File: config.mk
export PLATFORM = sky130hd
export DESIGN_NAME = mstw_ctrl
export DESIGN_NICKNAME = d
export VERILOG_FILES = /design/src/design/mstw_pkg.sv /design/src/design/mstw_ctrl.sv
export SDC_FILE = /design/constraint.sdc
export NUM_CORES = 1
export LEC_CHECK = 0
export BUFFER_PORTS_ARGS = -buffer_cell sky130_fd_sc_hd__buf_4
export CAP_MARGIN = 10
export CORE_AREA = 8 8 45 47
export DETAILED_ROUTE_END_ITERATION = 7
export DIE_AREA = 0 0 53 55
export GPL_TIMING_DRIVEN = 0
export SLEW_MARGIN = 20
export SYNTH_ARGS = -nofsm -noshare
export SYNTH_HDL_FRONTEND = slang
export SYNTH_SLANG_ARGS = --single-unit
export TNS_END_PERCENT = 50
File: constraint.sdc
create_clock -name clk_i -period 1.94 [get_ports clk_i]
set_clock_uncertainty 0.15 [all_clocks]
set_input_delay 0.291 -clock clk_i [delete_from_list [all_inputs] [get_ports clk_i]]
set_output_delay 0.291 -clock clk_i [all_outputs]
set_load 0.03 [all_outputs]
File: src/design/mstw_pkg.sv
// shared constants and controller/datapath signal groups for the spanning tree weight block
`timescale 1ns / 1ps
`default_nettype none

package mstw_pkg;

  // graph and store sizes
  localparam int MaxVertices = 64;
  localparam int MaxEdges    = 256;

  // field widths
  localparam int VertW     = $clog2(MaxVertices);
  localparam int VCntW     = $clog2(MaxVertices + 1);
  localparam int EdgeIdxW  = $clog2(MaxEdges);
  localparam int EdgeCntW  = $clog2(MaxEdges + 1);
  localparam int WeightW   = 31;
  localparam int TotalW    = 37;
  localparam int ActionW   = 2;
  localparam int CfgW      = 7;
  localparam int EntryW    = 2 * VertW + WeightW;

  localparam logic [WeightW-1:0] InfWeight = {WeightW{1'b1}};
  localparam logic [CfgW-1:0] VertexCountReset = CfgW'(MaxVertices);

  // action codes
  localparam logic [ActionW-1:0] ActClear = 2'd0;
  localparam logic [ActionW-1:0] ActAdd   = 2'd1;
  localparam logic [ActionW-1:0] ActRun   = 2'd2;

  // commands from controller to datapath
  typedef struct packed {
    logic clear;
    logic add;
    logic run_init;
    logic scan_init;
    logic scan_run;
    logic pick;
    logic relax_run;
  } mstw_cmd_t;

  // status from datapath to controller
  typedef struct packed {
    logic scan_done;
    logic found;
    logic relax_done;
  } mstw_status_t;

endpackage

`default_nettype wire

File: src/design/mstw_ctrl.sv
// sequencing state machine for clear, add and run items
`timescale 1ns / 1ps
`default_nettype none

module mstw_ctrl import mstw_pkg::*; (
  input  wire logic                clk_i,
  input  wire logic                rst_ni,
  input  wire logic                start_i,
  input  wire logic [ActionW-1:0]  action_i,
  input  wire mstw_status_t        status_i,
  output logic                     busy_o,
  output logic                     done_o,
  output mstw_cmd_t                cmd_o
);

  localparam logic [2:0] StIdle  = 3'd0;
  localparam logic [2:0] StScan  = 3'd1;
  localparam logic [2:0] StPick  = 3'd2;
  localparam logic [2:0] StRelax = 3'd3;
  localparam logic [2:0] StOut   = 3'd4;

  logic [2:0] state_q, state_d;

  // state register
  always_ff @(posedge clk_i or negedge rst_ni) begin
    if (!rst_ni) begin
      state_q <= StIdle;
    end else begin
      state_q <= state_d;
    end
  end

  // next state and commands
  always_comb begin
    state_d = state_q;
    cmd_o   = '0;
    unique case (state_q)
      StIdle: begin
        if (start_i) begin
          unique case (action_i)
            ActClear: cmd_o.clear = 1'b1;
            ActAdd:   cmd_o.add   = 1'b1;
            ActRun: begin
              cmd_o.run_init = 1'b1;
              state_d        = StScan;
            end
            default: ;
          endcase
        end
      end
      StScan: begin
        cmd_o.scan_run = 1'b1;
        if (status_i.scan_done) begin
          state_d = StPick;
        end
      end
      StPick: begin
        if (status_i.found) begin
          cmd_o.pick = 1'b1;
          state_d    = StRelax;
        end else begin
          state_d = StOut;
        end
      end
      StRelax: begin
        cmd_o.relax_run = 1'b1;
        if (status_i.relax_done) begin
          cmd_o.scan_init = 1'b1;
          state_d         = StScan;
        end
      end
      StOut: state_d = StIdle;
      default: state_d = StIdle;
    endcase
  end

  assign busy_o = (state_q != StIdle);
  assign done_o = (state_q == StOut);

endmodule

`default_nettype wire

Word level (Yosys, flattened, before mapping)
Cells that the tools add are included.
Word-level totals
  bits in registers: 3
  input bits: 8
  output and inout bits: 9
  logic and storage cells: 32
Cells by class
  equal/unequal tests: 10
  muxes and demuxes: 17
  reduce and logical (&&, ||, !) cells: 4
Operators by type and width (count)
  3-bit 2-to-1 mux: 7
  3-bit case mux with 4 select lines: 1
  1-bit 2-to-1 mux: 9
  3-bit by 2-bit == test with 1-bit output, second input constant: 2
  2-bit inequality test, second input constant: 3
  4-bit AND reduction: 1
  3-bit by 1-bit == test with 1-bit output, second input constant: 1
  3-bit == test, second input constant: 1
  3-bit logical NOT: 1
  3-bit nonzero test: 1
  2-bit by 1-bit == test with 1-bit output, second input constant: 1
  2-bit == test, second input constant: 1
  2-bit logical NOT: 1
  2-bit by 1-bit inequality test with 1-bit output, second input constant: 1

Logic depth before layout (Yosys ltp)
Gate-level depths: netlist (run 1).
  depth after elaboration: 4
  mapped depth: 3
  depth with buffers taken out: 2

Worst setup path after synthesis (run 1)
OpenSTA, ideal clock, no wires.
  path kind: register to output
  from: register state_q[0]
  to: output cmd_o[4] in the netlist's numbering
  arrival time: 1.676 ns
  required time: 1.499 ns
  slack: -0.177 ns
  cell stages (with the launch flop): 4
  path buffers: 1
  path through: dfrtp_1 > buf_6 > or3_4 > nor3_1
RTL lines
  from (decl): RTL line mstw_ctrl.sv:22  | logic [2:0] state_q, state_d;
  from (signal assigned): RTL line mstw_ctrl.sv:27  | state_q <= StIdle;
  from (signal assigned): RTL line mstw_ctrl.sv:29  | state_q <= state_d;
  to (decl): RTL line mstw_ctrl.sv:13  | output mstw_cmd_t cmd_o

==> results.json, run 1 <==
{
  "outcome": "complete, but fails checks",
  "violations_in_the_final_reports": "setup timing",
  "grt_pass1_wl_mm": 1.06,
  "worstPathRequired_ns": 1.50,
  "grt_util_all_layers_pct": 5.20,
  "max-vdd-ir-drop_mv": 0.448,
  "p_leak_nw": 0.208,
  "clkSlewWorstSetupHoldPaths_ns": 0.04,
  "numCtsBuffers": 3,
  "synth.ff_latch_count": 3,
  "finalWorstSetupSlack_ns": -0.0596,
  "fin_hold_ws_ns": 0.0855,
  "total_power_of_the_final_layout_uw": 653,
  "flow.area_growth_from_synthesis_pct": 69.9,
  "firstDrtPassIters": 2,
  "drc": 0,
  "insertion_delay_ns": 0.23,
  "tritoncts": "yes",
  "dpl_worst_slack_ns": 0.162,
  "initial_utilization_pct": 19.5,
  "sequential_cell_area_um2": 75.1,
  "maxSlewHeadroom_pct": 82.7,
  "timing.critical_path.to_type": "primary output",
  "grt.met3_usage_pct": 4.81,
  "startpoint_type_of_the_worst_setup_path": "flop",
  "drt_wl_total_um": 719,
  "synth_fp_nets": 33,
  "max_cap_violations": 0,
  "pin_count_of_the_biggest_net_entering_global_routing": 11,
  "clock_path_buffers": 2,
  "replace_congestion": 0.771,
  "pwr_per_cell_area_nw_per_um2": 1420,
  "layout-drive-gt1-share_pct": 56.5,
  "final_core_utilization_pct": 33.2,
  "rsz0062_at_grt": "yes",
  "synth_seq_area_share_pct": 27.8,
  "floorplan.die.height_um": 55,
  "slew_violations": 0,
  "met1_usage_pct": 4.42,
  "layout_top_registers": "state_q (3)",
  "final-hold-violation-count": 0,
  "cts_sinks": 3,
  "avgSynthCellArea_um2": 10.8,
  "placed_cell_area_um2": 415,
  "design.die.area_um2": 2920,
  "synth_top_cell_by_area": "sky130_fd_sc_hd__dfrtp_1",
  "max_reg_flops": 3,
  "area_of_the_multi_input_gates_um2": 174,
  "layout.nets": 55,
  "netlist_area_um2": 270,
  "setup-tns-final_ns": -0.118,
  "postCtsSetupRepairBufs": 0,
  "layout.cell_area.non_filler_um2": 459,
  "route.detailed.wl_per_inst_um": 11.6,
  "yosysUniqueCellTypes": 17,
  "max_clock_freq_mhz": 500,
  "dp.final_hpwl_um": 581,
  "timing.final.setup_violations": 2,
  "final_ant_viol_nets": 0,
  "first_iter_violations": 3,
  "chip_width_um": 53,
  "setup.worst_path.class": "reg -> out",
  "regMostFlops": "state_q",
  "yosys-top-cells-area": "sky130_fd_sc_hd__dfrtp_1 (28%), sky130_fd_sc_hd__nor4b_4 (18%), sky130_fd_sc_hd__buf_6 (8.3%)",
  "yosys_warnings": 0,
  "cts_root_buf": "sky130_fd_sc_hd__clkbuf_4",
  "critical_path.max_fanout": 10,
  "min_path_type": "in -> reg",
  "first_global_vias": 267,
  "placement_rows": 14,
  "n_fill_cell": 146,
  "grt_most_used_layer": "met2",
  "synth_top_area_share_pct": 27.8,
  "grt_antenna_before_repair": 0,
  "timing.critical_path.arrival_ns": 1.56,
  "avgViaCountPerCell": 4.27,
  "finish.cell_count_without_fillers": 62,
  "final_min_period_over_clock_period_pct": 103,
  "design.portCount": 17,
  "syn_inst": 25,
  "antenna-diode-count": 0,
  "worstMarginPinSlew_ns": 0.258,
  "coreArea_um2": 1380,
  "grt_overflow_total": 0,
  "num_vias": 265,
  "period_needed_ns": 2.00,
  "placement.io_buffers": 16,
  "placedCellCount": 57,
  "htree_levels": 1,
  "global_routing_met2_resource_utilization_pct": 7.62
}
==> metal layers <==
metal  routed length [um]  up-vias
li1                     -      136
met1                  279      118
met2                  312       11
met3                  127        0
met4                    0        0
met5                    0        -
==> area by class of cell <==
class / instances / area share (%)
repair buffers: 17 / 30.0
plain buffers: 2 / 4.90
inverters: 1 / 0.817
clock buffers: 4 / 5.72
flip-flops and latches: 3 / 16.3
multi-input cells: 19 / 37.9
well taps: 16 / 4.36
==> synthesized netlist by cell type <==
library cell                instances
sky130_fd_sc_hd__inv_1              1
sky130_fd_sc_hd__and2_1             1
sky130_fd_sc_hd__dfrtp_1            3
sky130_fd_sc_hd__nor3_1             2
sky130_fd_sc_hd__or3_4              1
sky130_fd_sc_hd__a311oi_1           1
sky130_fd_sc_hd__nor4b_4            2
sky130_fd_sc_hd__nor3b_1            2
sky130_fd_sc_hd__nor2b_1            1
sky130_fd_sc_hd__nand2_1            2
sky130_fd_sc_hd__a21oi_1            1
sky130_fd_sc_hd__buf_6              2
sky130_fd_sc_hd__nand4bb_1          1
sky130_fd_sc_hd__nand2b_1           2
sky130_fd_sc_hd__a221oi_1           1
sky130_fd_sc_hd__nor4b_1            1
sky130_fd_sc_hd__and3b_2            1
==> kinds of logic (layout without fill, tap and decap cells) <==
family	Yosys count	count (layout)	synth area share, %
compound gates	3	3	8.33
simple gates	16	16	54.2
flops	3	3	27.8
buf+inv	3	24	9.72
==> final timing paths <==
check | from | endpoint | slack [ns] | cells after the start
max | state_q[1] | cmd_o[6] | -0.06 | 4
min | status_i[1] | state_q[2] | 0.09 | 2
max reg2reg | state_q[1] | state_q[1] | 0.75 | 3
min reg2reg | state_q[0] | state_q[2] | 0.39 | 2
max in group asynchronous | rst_ni | state_q[2] | 1.31 | 2
min in group asynchronous | rst_ni | state_q[1] | 0.24 | 2
==> worst max-delay path, stage by stage (launching register included) <==
cell and delay, ns:
sky130_fd_sc_hd__dfrtp_1 0.38, sky130_fd_sc_hd__buf_6 0.14, sky130_fd_sc_hd__or3_4 0.41, sky130_fd_sc_hd__nor4b_4 0.24
sky130_fd_sc_hd__buf_6 0.16
==> power breakdown <==
group	switching [mW]	leakage (nW)	internal (mW)
logic	0.241	0.155	0.194
registers	0.0207	0.0377	0.0896
clock network	0.0306	0.0150	0.0770
==> cell usage in the layout (no fill, tap or decap) <==
cell type	Yosys	final
sky130_fd_sc_hd__nand2b_1	2	2
sky130_fd_sc_hd__dlygate4sd3_1	0	1
sky130_fd_sc_hd__nor4b_4	2	2
sky130_fd_sc_hd__a221oi_1	1	1
sky130_fd_sc_hd__clkbuf_1	0	1
sky130_fd_sc_hd__nand2_1	2	2
sky130_fd_sc_hd__and2_1	1	1
sky130_fd_sc_hd__dfrtp_1	3	3
sky130_fd_sc_hd__and3b_2	1	1
sky130_fd_sc_hd__nor4b_1	1	1
sky130_fd_sc_hd__nor3_2	0	1
sky130_fd_sc_hd__nor2b_1	1	1
sky130_fd_sc_hd__inv_1	1	1
sky130_fd_sc_hd__clkbuf_4	0	3
sky130_fd_sc_hd__buf_4	0	14
sky130_fd_sc_hd__a21oi_1	1	1
sky130_fd_sc_hd__nor3b_1	2	2
sky130_fd_sc_hd__nor3_1	2	1
sky130_fd_sc_hd__buf_6	2	4
sky130_fd_sc_hd__or3_4	1	1
sky130_fd_sc_hd__nand4bb_1	1	1
sky130_fd_sc_hd__a311oi_1	1	1
==> what timing repair did <==
| item | CTS | global route |
|---|---|---|
| hold buffers | 1 | 0 |
| pin swaps | 1 | 0 |
| setup endpoints to repair | 3 | 3 |
| resized for setup | 2 | 0 |
| hold endpoints to repair | 3 | 0 |
No activity file was read; power rests on OpenSTA's default activity.
==> run 2: changes to the inputs <==
--- a/config.mk
+++ b/config.mk
@@ -11,6 +11,7 @@
 export DETAILED_ROUTE_END_ITERATION = 7
 export DIE_AREA = 0 0 53 55
 export GPL_TIMING_DRIVEN = 0
+export REMOVE_ABC_BUFFERS = 1
 export SLEW_MARGIN = 20
 export SYNTH_ARGS = -nofsm -noshare
 export SYNTH_HDL_FRONTEND = slang
==> run 2 against run 1 <==
Net effect:
- the flow now finishes without violations
- utilization shrank 0.36 points
- worst setup slack gained 0.097 ns
- fmax grew 5.1%
- first-iteration DRC count shrank 100%
- routed wire length grew 7.2%
- combinational power shrank 2%
- die area is the same
- critical path type unchanged
- critical endpoint unchanged
- largest cell class unchanged
- largest power group unchanged
- highest routed layer unchanged
==> results.json, run 2 (synthesis gave the netlist of run 1 again) <==
{
  "placement_rows": 14,
  "r2r_slack_ns": 0.67,
  "min_path_type": "in -> reg",
  "critical_path.n_buffers_inverters": 1,
  "holdPathEnd": "state_q[2]",
  "dp.final_hpwl_um": 573,
  "clock_path_buffers": 2,
  "numCtsBuffers": 3,
  "hold_path.startpoint": "status_i[1]",
  "htree_levels": 1,
  "cts_sinks": 3,
  "critPathMaxStageDelay_ns": 0.43,
  "placed_cell_area_um2": 388,
  "n_fill_cell": 155,
  "clkSlewWorstSetupHoldPaths_ns": 0.04,
  "cp_top_family": "simple AND/OR/NAND/NOR gates",
  "timing.critical_path.arrival_ns": 1.46,
  "max_cap_violations": 0,
  "grt_util_all_layers_pct": 6.01,
  "grt_pass1_wl_mm": 1.30,
  "layout-drive-gt1-share_pct": 61.7,
  "timing.final.setup_violations": 0,
  "tritoncts": "yes",
  "coreArea_um2": 1380,
  "cts_root_buf": "sky130_fd_sc_hd__clkbuf_4",
  "avgViaCountPerCell": 4.49,
  "total_power_of_the_final_layout_uw": 651,
  "p_leak_nw": 0.206,
  "max-vdd-ir-drop_mv": 0.482,
  "worstPathRequired_ns": 1.50,
  "flow.area_growth_from_synthesis_pct": 68.1,
  "placement.io_buffers": 16,
  "route.detailed.wl_per_inst_um": 12.2,
  "replace_congestion": 0.686,
  "final_ant_viol_nets": 0,
  "grt_antenna_before_repair": 0,
  "firstDrtPassIters": 1,
  "startpoint_type_of_the_worst_setup_path": "flop",
  "max_clock_freq_mhz": 526,
  "period_needed_ns": 1.90,
  "design.portCount": 17,
  "layout.cell_area.non_filler_um2": 454,
  "dpl_worst_slack_ns": 0.174,
  "layout_top_registers": "state_q (3)",
  "critical_path.max_fanout": 4,
  "floorplan.die.height_um": 55,
  "finalWorstSetupSlack_ns": 0.0371,
  "drt_wl_total_um": 771,
  "regMostFlops": "state_q",
  "final_min_period_over_clock_period_pct": 98.1,
  "pin_count_of_the_biggest_net_entering_global_routing": 11,
  "critical_path.slowest_cell": "sky130_fd_sc_hd__or3_4",
  "mostFrequentLayoutCell": "sky130_fd_sc_hd__buf_4",
  "insertion_delay_ns": 0.23,
  "design.die.area_um2": 2920,
  "critical_path.cell_chain": "or3_4, nor4b_4, buf_4",
  "outcome": "completed",
  "critPathLaunch": "state_q[0]",
  "layout.nets": 56,
  "maxSlewHeadroom_pct": 83.6,
  "final_core_utilization_pct": 32.8,
  "num_vias": 283,
  "drc": 0,
  "rsz0062_at_grt": "yes",
  "first_iter_violations": 0,
  "timing.reg2reg.worst_path_depth": 3,
  "max_reg_flops": 3,
  "final-hold-violation-count": 0,
  "chip_width_um": 53,
  "initial_utilization_pct": 19.5,
  "startpoint_of_the_worst_slack_reg_to_reg_timing_path": "state_q[1]",
  "holdPathStages": 2,
  "worstMarginPinSlew_ns": 0.243,
  "pwr_per_cell_area_nw_per_um2": 1430,
  "timing.critical_path.to_type": "primary output",
  "antenna-diode-count": 0,
  "setup.worst_path.class": "reg -> out",
  "first_global_vias": 305,
  "slew_violations": 0,
  "grt_overflow_total": 0,
  "final_cell_mix": "sky130_fd_sc_hd__buf_4 (18), sky130_fd_sc_hd__clkbuf_4 (3), sky130_fd_sc_hd__dfrtp_2 (3)",
  "worst_r2r_endpoint": "state_q[0]"
}
## run 2: timing repair
action | in CTS | in global routing
endpoints found under the setup margin | 3 | 3
cloned | 0 | 0
hold buffers | 1 | 0
setup buffers | 2 | 1
gates resized for setup | 3 | 1
endpoints found under the hold margin | 3 | 0
## run 2: how the worst max path moves through the flow
stage,cells after the start,slack (ns),to
3_3_place_gp,3,0.18,cmd_o[5]
4_1_cts,3,0.009,cmd_o[6]
2_1_floorplan,2,-0.14,cmd_o[4]
3_5_place_dp,3,0.17,cmd_o[6]
6_report,3,0.04,cmd_o[6]
5_1_grt,3,-0.05,cmd_o[6]
## run 2: per-layer routing
| layer | up-vias | GRT usage (%) | wire length, um |
|---|---|---|---|
| li1 | 137 | - | - |
| met4 | 0 | 0 | 0 |
| met3 | 0 | 5.08 | 83 |
| met2 | 13 | 8.98 | 352 |
| met5 | - | 0 | 0 |
| met1 | 133 | 6.83 | 335 |
## run 2: cell type report
cell class	instances	area [um^2]	share of cell area (%)
Clock buffer	4	26.3	5.79
Tap cell	16	20.0	4.41
Multi-Input combinational cell	19	169	37.2
Sequential cell	3	78.8	17.4
Timing Repair Buffer	20	156	34.4
Inverter	1	3.75	0.826
## run 2: stage by stage
stage	TNS (ns)	hold WS, ns	cells
after detailed placement	0	-0.0686	55
after global routing	-0.0787	0.0816	63
after floorplan	-0.144	-0.155	23
after CTS	0	0.0720	62
final	0	0.0811	63
after global placement	0	-0.0691	55
## run 2: power breakdown
part | total [mW] | switching [mW] | internal, mW
registers | 0.114 | 0.0198 | 0.0944
logic | 0.426 | 0.240 | 0.185
clock network | 0.110 | 0.0334 | 0.0771
total | 0.651 | 0.294 | 0.357
==> run 3: changes to the inputs <==
==> constraint.sdc (replaced) <==
create_clock -name clk_i -period 1.94 [get_ports clk_i]
set_clock_uncertainty 0.15 [all_clocks]
set_input_delay 0.388 -clock clk_i [delete_from_list [all_inputs] [get_ports clk_i]]
set_output_delay 0.388 -clock clk_i [all_outputs]
set_load 0.03 [all_outputs]
==> run 3 against run 2 <==
Net effect:
- the flow now finishes with violations (setup timing)
- critical endpoint unchanged
- fmax decreased by 4.8%
- critical path type unchanged
- global-route usage increased by 0.11 points
- cell count unchanged
==> results.json, run 3 (synthesis gave the netlist of run 1 again) <==
{
  "route.detailed.wl_per_inst_um": 12.2,
  "min_path_type": "in -> reg",
  "setup.worst_path.class": "reg -> out",
  "setup-tns-final_ns": -0.131,
  "grt_antenna_before_repair": 0,
  "dp.final_hpwl_um": 573,
  "n_fill_cell": 157,
  "placement_rows": 14,
  "antenna-diode-count": 0,
  "coreArea_um2": 1380,
  "final_cell_mix": "sky130_fd_sc_hd__buf_4 (18), sky130_fd_sc_hd__clkbuf_4 (3), sky130_fd_sc_hd__dfrtp_2 (3)",
  "design.portCount": 17,
  "clock_path_buffers": 2,
  "timing.critical_path.to_type": "primary output",
  "max_reg_flops": 3,
  "drt_wl_total_um": 768,
  "numCtsBuffers": 3,
  "first_global_vias": 312,
  "grt_util_all_layers_pct": 6.12,
  "clkSlewWorstSetupHoldPaths_ns": 0.04,
  "layout.nets": 56,
  "timing.final.setup_violations": 3,
  "cts_sinks": 3,
  "max_clock_freq_mhz": 500,
  "design.die.area_um2": 2920,
  "flow.area_growth_from_synthesis_pct": 68.1,
  "final_ant_viol_nets": 0,
  "initial_utilization_pct": 19.5,
  "grt_pass1_wl_mm": 1.34,
  "internal_power_uw": 357,
  "firstDrtPassIters": 1,
  "pwr_per_cell_area_nw_per_um2": 1430,
  "replace_congestion": 0.686,
  "p_leak_nw": 0.206,
  "htree_levels": 1,
  "worstPathRequired_ns": 1.40,
  "mostFrequentLayoutCell": "sky130_fd_sc_hd__buf_4",
  "tritoncts": "yes",
  "outcome": "complete, but fails checks",
  "first_iter_violations": 0,
  "final_min_period_over_clock_period_pct": 103,
  "finalWorstSetupSlack_ns": -0.0593,
  "layout_top_registers": "state_q (3)",
  "regMostFlops": "state_q",
  "startpoint_type_of_the_worst_setup_path": "flop",
  "power_frac_clock_pct": 17.0,
  "cts_root_buf": "sky130_fd_sc_hd__clkbuf_4",
  "worstMarginPinSlew_ns": 0.242,
  "pin_count_of_the_biggest_net_entering_global_routing": 11,
  "maxSlewHeadroom_pct": 83.6,
  "violations_in_the_final_reports": "setup timing",
  "rsz0062_at_grt": "yes",
  "slew_violations": 0,
  "fin_hold_ws_ns": 0.179,
  "placement.io_buffers": 16,
  "avgViaCountPerCell": 4.48,
  "power.switching_fraction_pct": 45.1,
  "floorplan.die.height_um": 55,
  "drc": 0,
  "insertion_delay_ns": 0.23,
  "max_cap_violations": 0,
  "combinational_share_of_power_pct": 66.2,
  "period_needed_ns": 2.00,
  "power_dissipated_by_switching_net_loads_uw": 293,
  "grt_overflow_total": 0,
  "layout-drive-gt1-share_pct": 61.7,
  "chip_width_um": 53,
  "num_vias": 282,
  "seq_power_share_pct": 16.9,
  "critical_path.max_fanout": 4,
  "final-hold-violation-count": 0,
  "timing.critical_path.arrival_ns": 1.46,
  "max-vdd-ir-drop_mv": 0.469
}
run 3: cell counts in the layout (fill, tap and decap cells not counted):
Identical to the previous run, type by type.
run 3: area by class of cell:
class	count	area [um^2]	area share, %
tap	16	20.0	4.41
sequential	3	78.8	17.4
multi-input combinational	19	169	37.2
clock buffer	4	26.3	5.79
timing repair buffer	20	156	34.4
inverter	1	3.75	0.826
run 3: metal layers:
metal	up-vias	track usage, %	wire, um
met4	0	0	0
met3	0	5.08	83
met1	133	7.13	326
met5	-	0	0
met2	13	8.98	357
li1	136	-	-
run 3: path summary, 6_finish.rpt:
| path | startpoint | end | slack, ns | depth (start not counted) |
|---|---|---|---|---|
| setup / recovery | state_q[0] | cmd_o[6] | -0.06 | 3 |
| hold / removal | status_i[1] | state_q[2] | 0.18 | 2 |
| setup reg to reg | state_q[1] | state_q[0] | 0.67 | 3 |
| hold reg to reg | state_q[0] | state_q[2] | 0.43 | 2 |
| max in group asynchronous | rst_ni | state_q[1] | 1.20 | 2 |
| min in group asynchronous | rst_ni | state_q[2] | 0.33 | 2 |
run 3: power groups by stage:
stage	clock (mW)	sequential (mW)	combinational [mW]
global placement	0	0.151	0.342
detailed placement	0	0.152	0.348
floorplan	0	0.133	0.237
finish	0.110	0.110	0.430
global route	0.126	0.113	0.467
CTS	0.118	0.111	0.438
run 3: stage by stage:
step           setup slack, ns  utilization [%]  area [um^2]  power [mW]  instances
3_5_place_dp            0.0766             28.0          388       0.500         55
3_3_place_gp            0.0879             28.0          388       0.493         55
5_1_grt                 -0.144             32.8          454       0.706         63
4_1_cts                -0.0752             32.8          454       0.667         63
2_1_floorplan           -0.241                -          248       0.370         23
6_report               -0.0593             32.8          454       0.651         63
run 3: critical path: stages (launching register included):
cell and delay [ns]:
sky130_fd_sc_hd__dfrtp_2 0.39, sky130_fd_sc_hd__or3_4 0.43, sky130_fd_sc_hd__nor4b_4 0.21, sky130_fd_sc_hd__buf_4 0.19
run 3: timing repair:
| item | CTS | global route |
|---|---|---|
| endpoints found under the setup margin | 3 | 3 |
| buffers inserted | 3 | 0 |
| hold buffers | 1 | 0 |
| endpoints found under the hold margin | 3 | 0 |
| resized for setup | 4 | 0 |
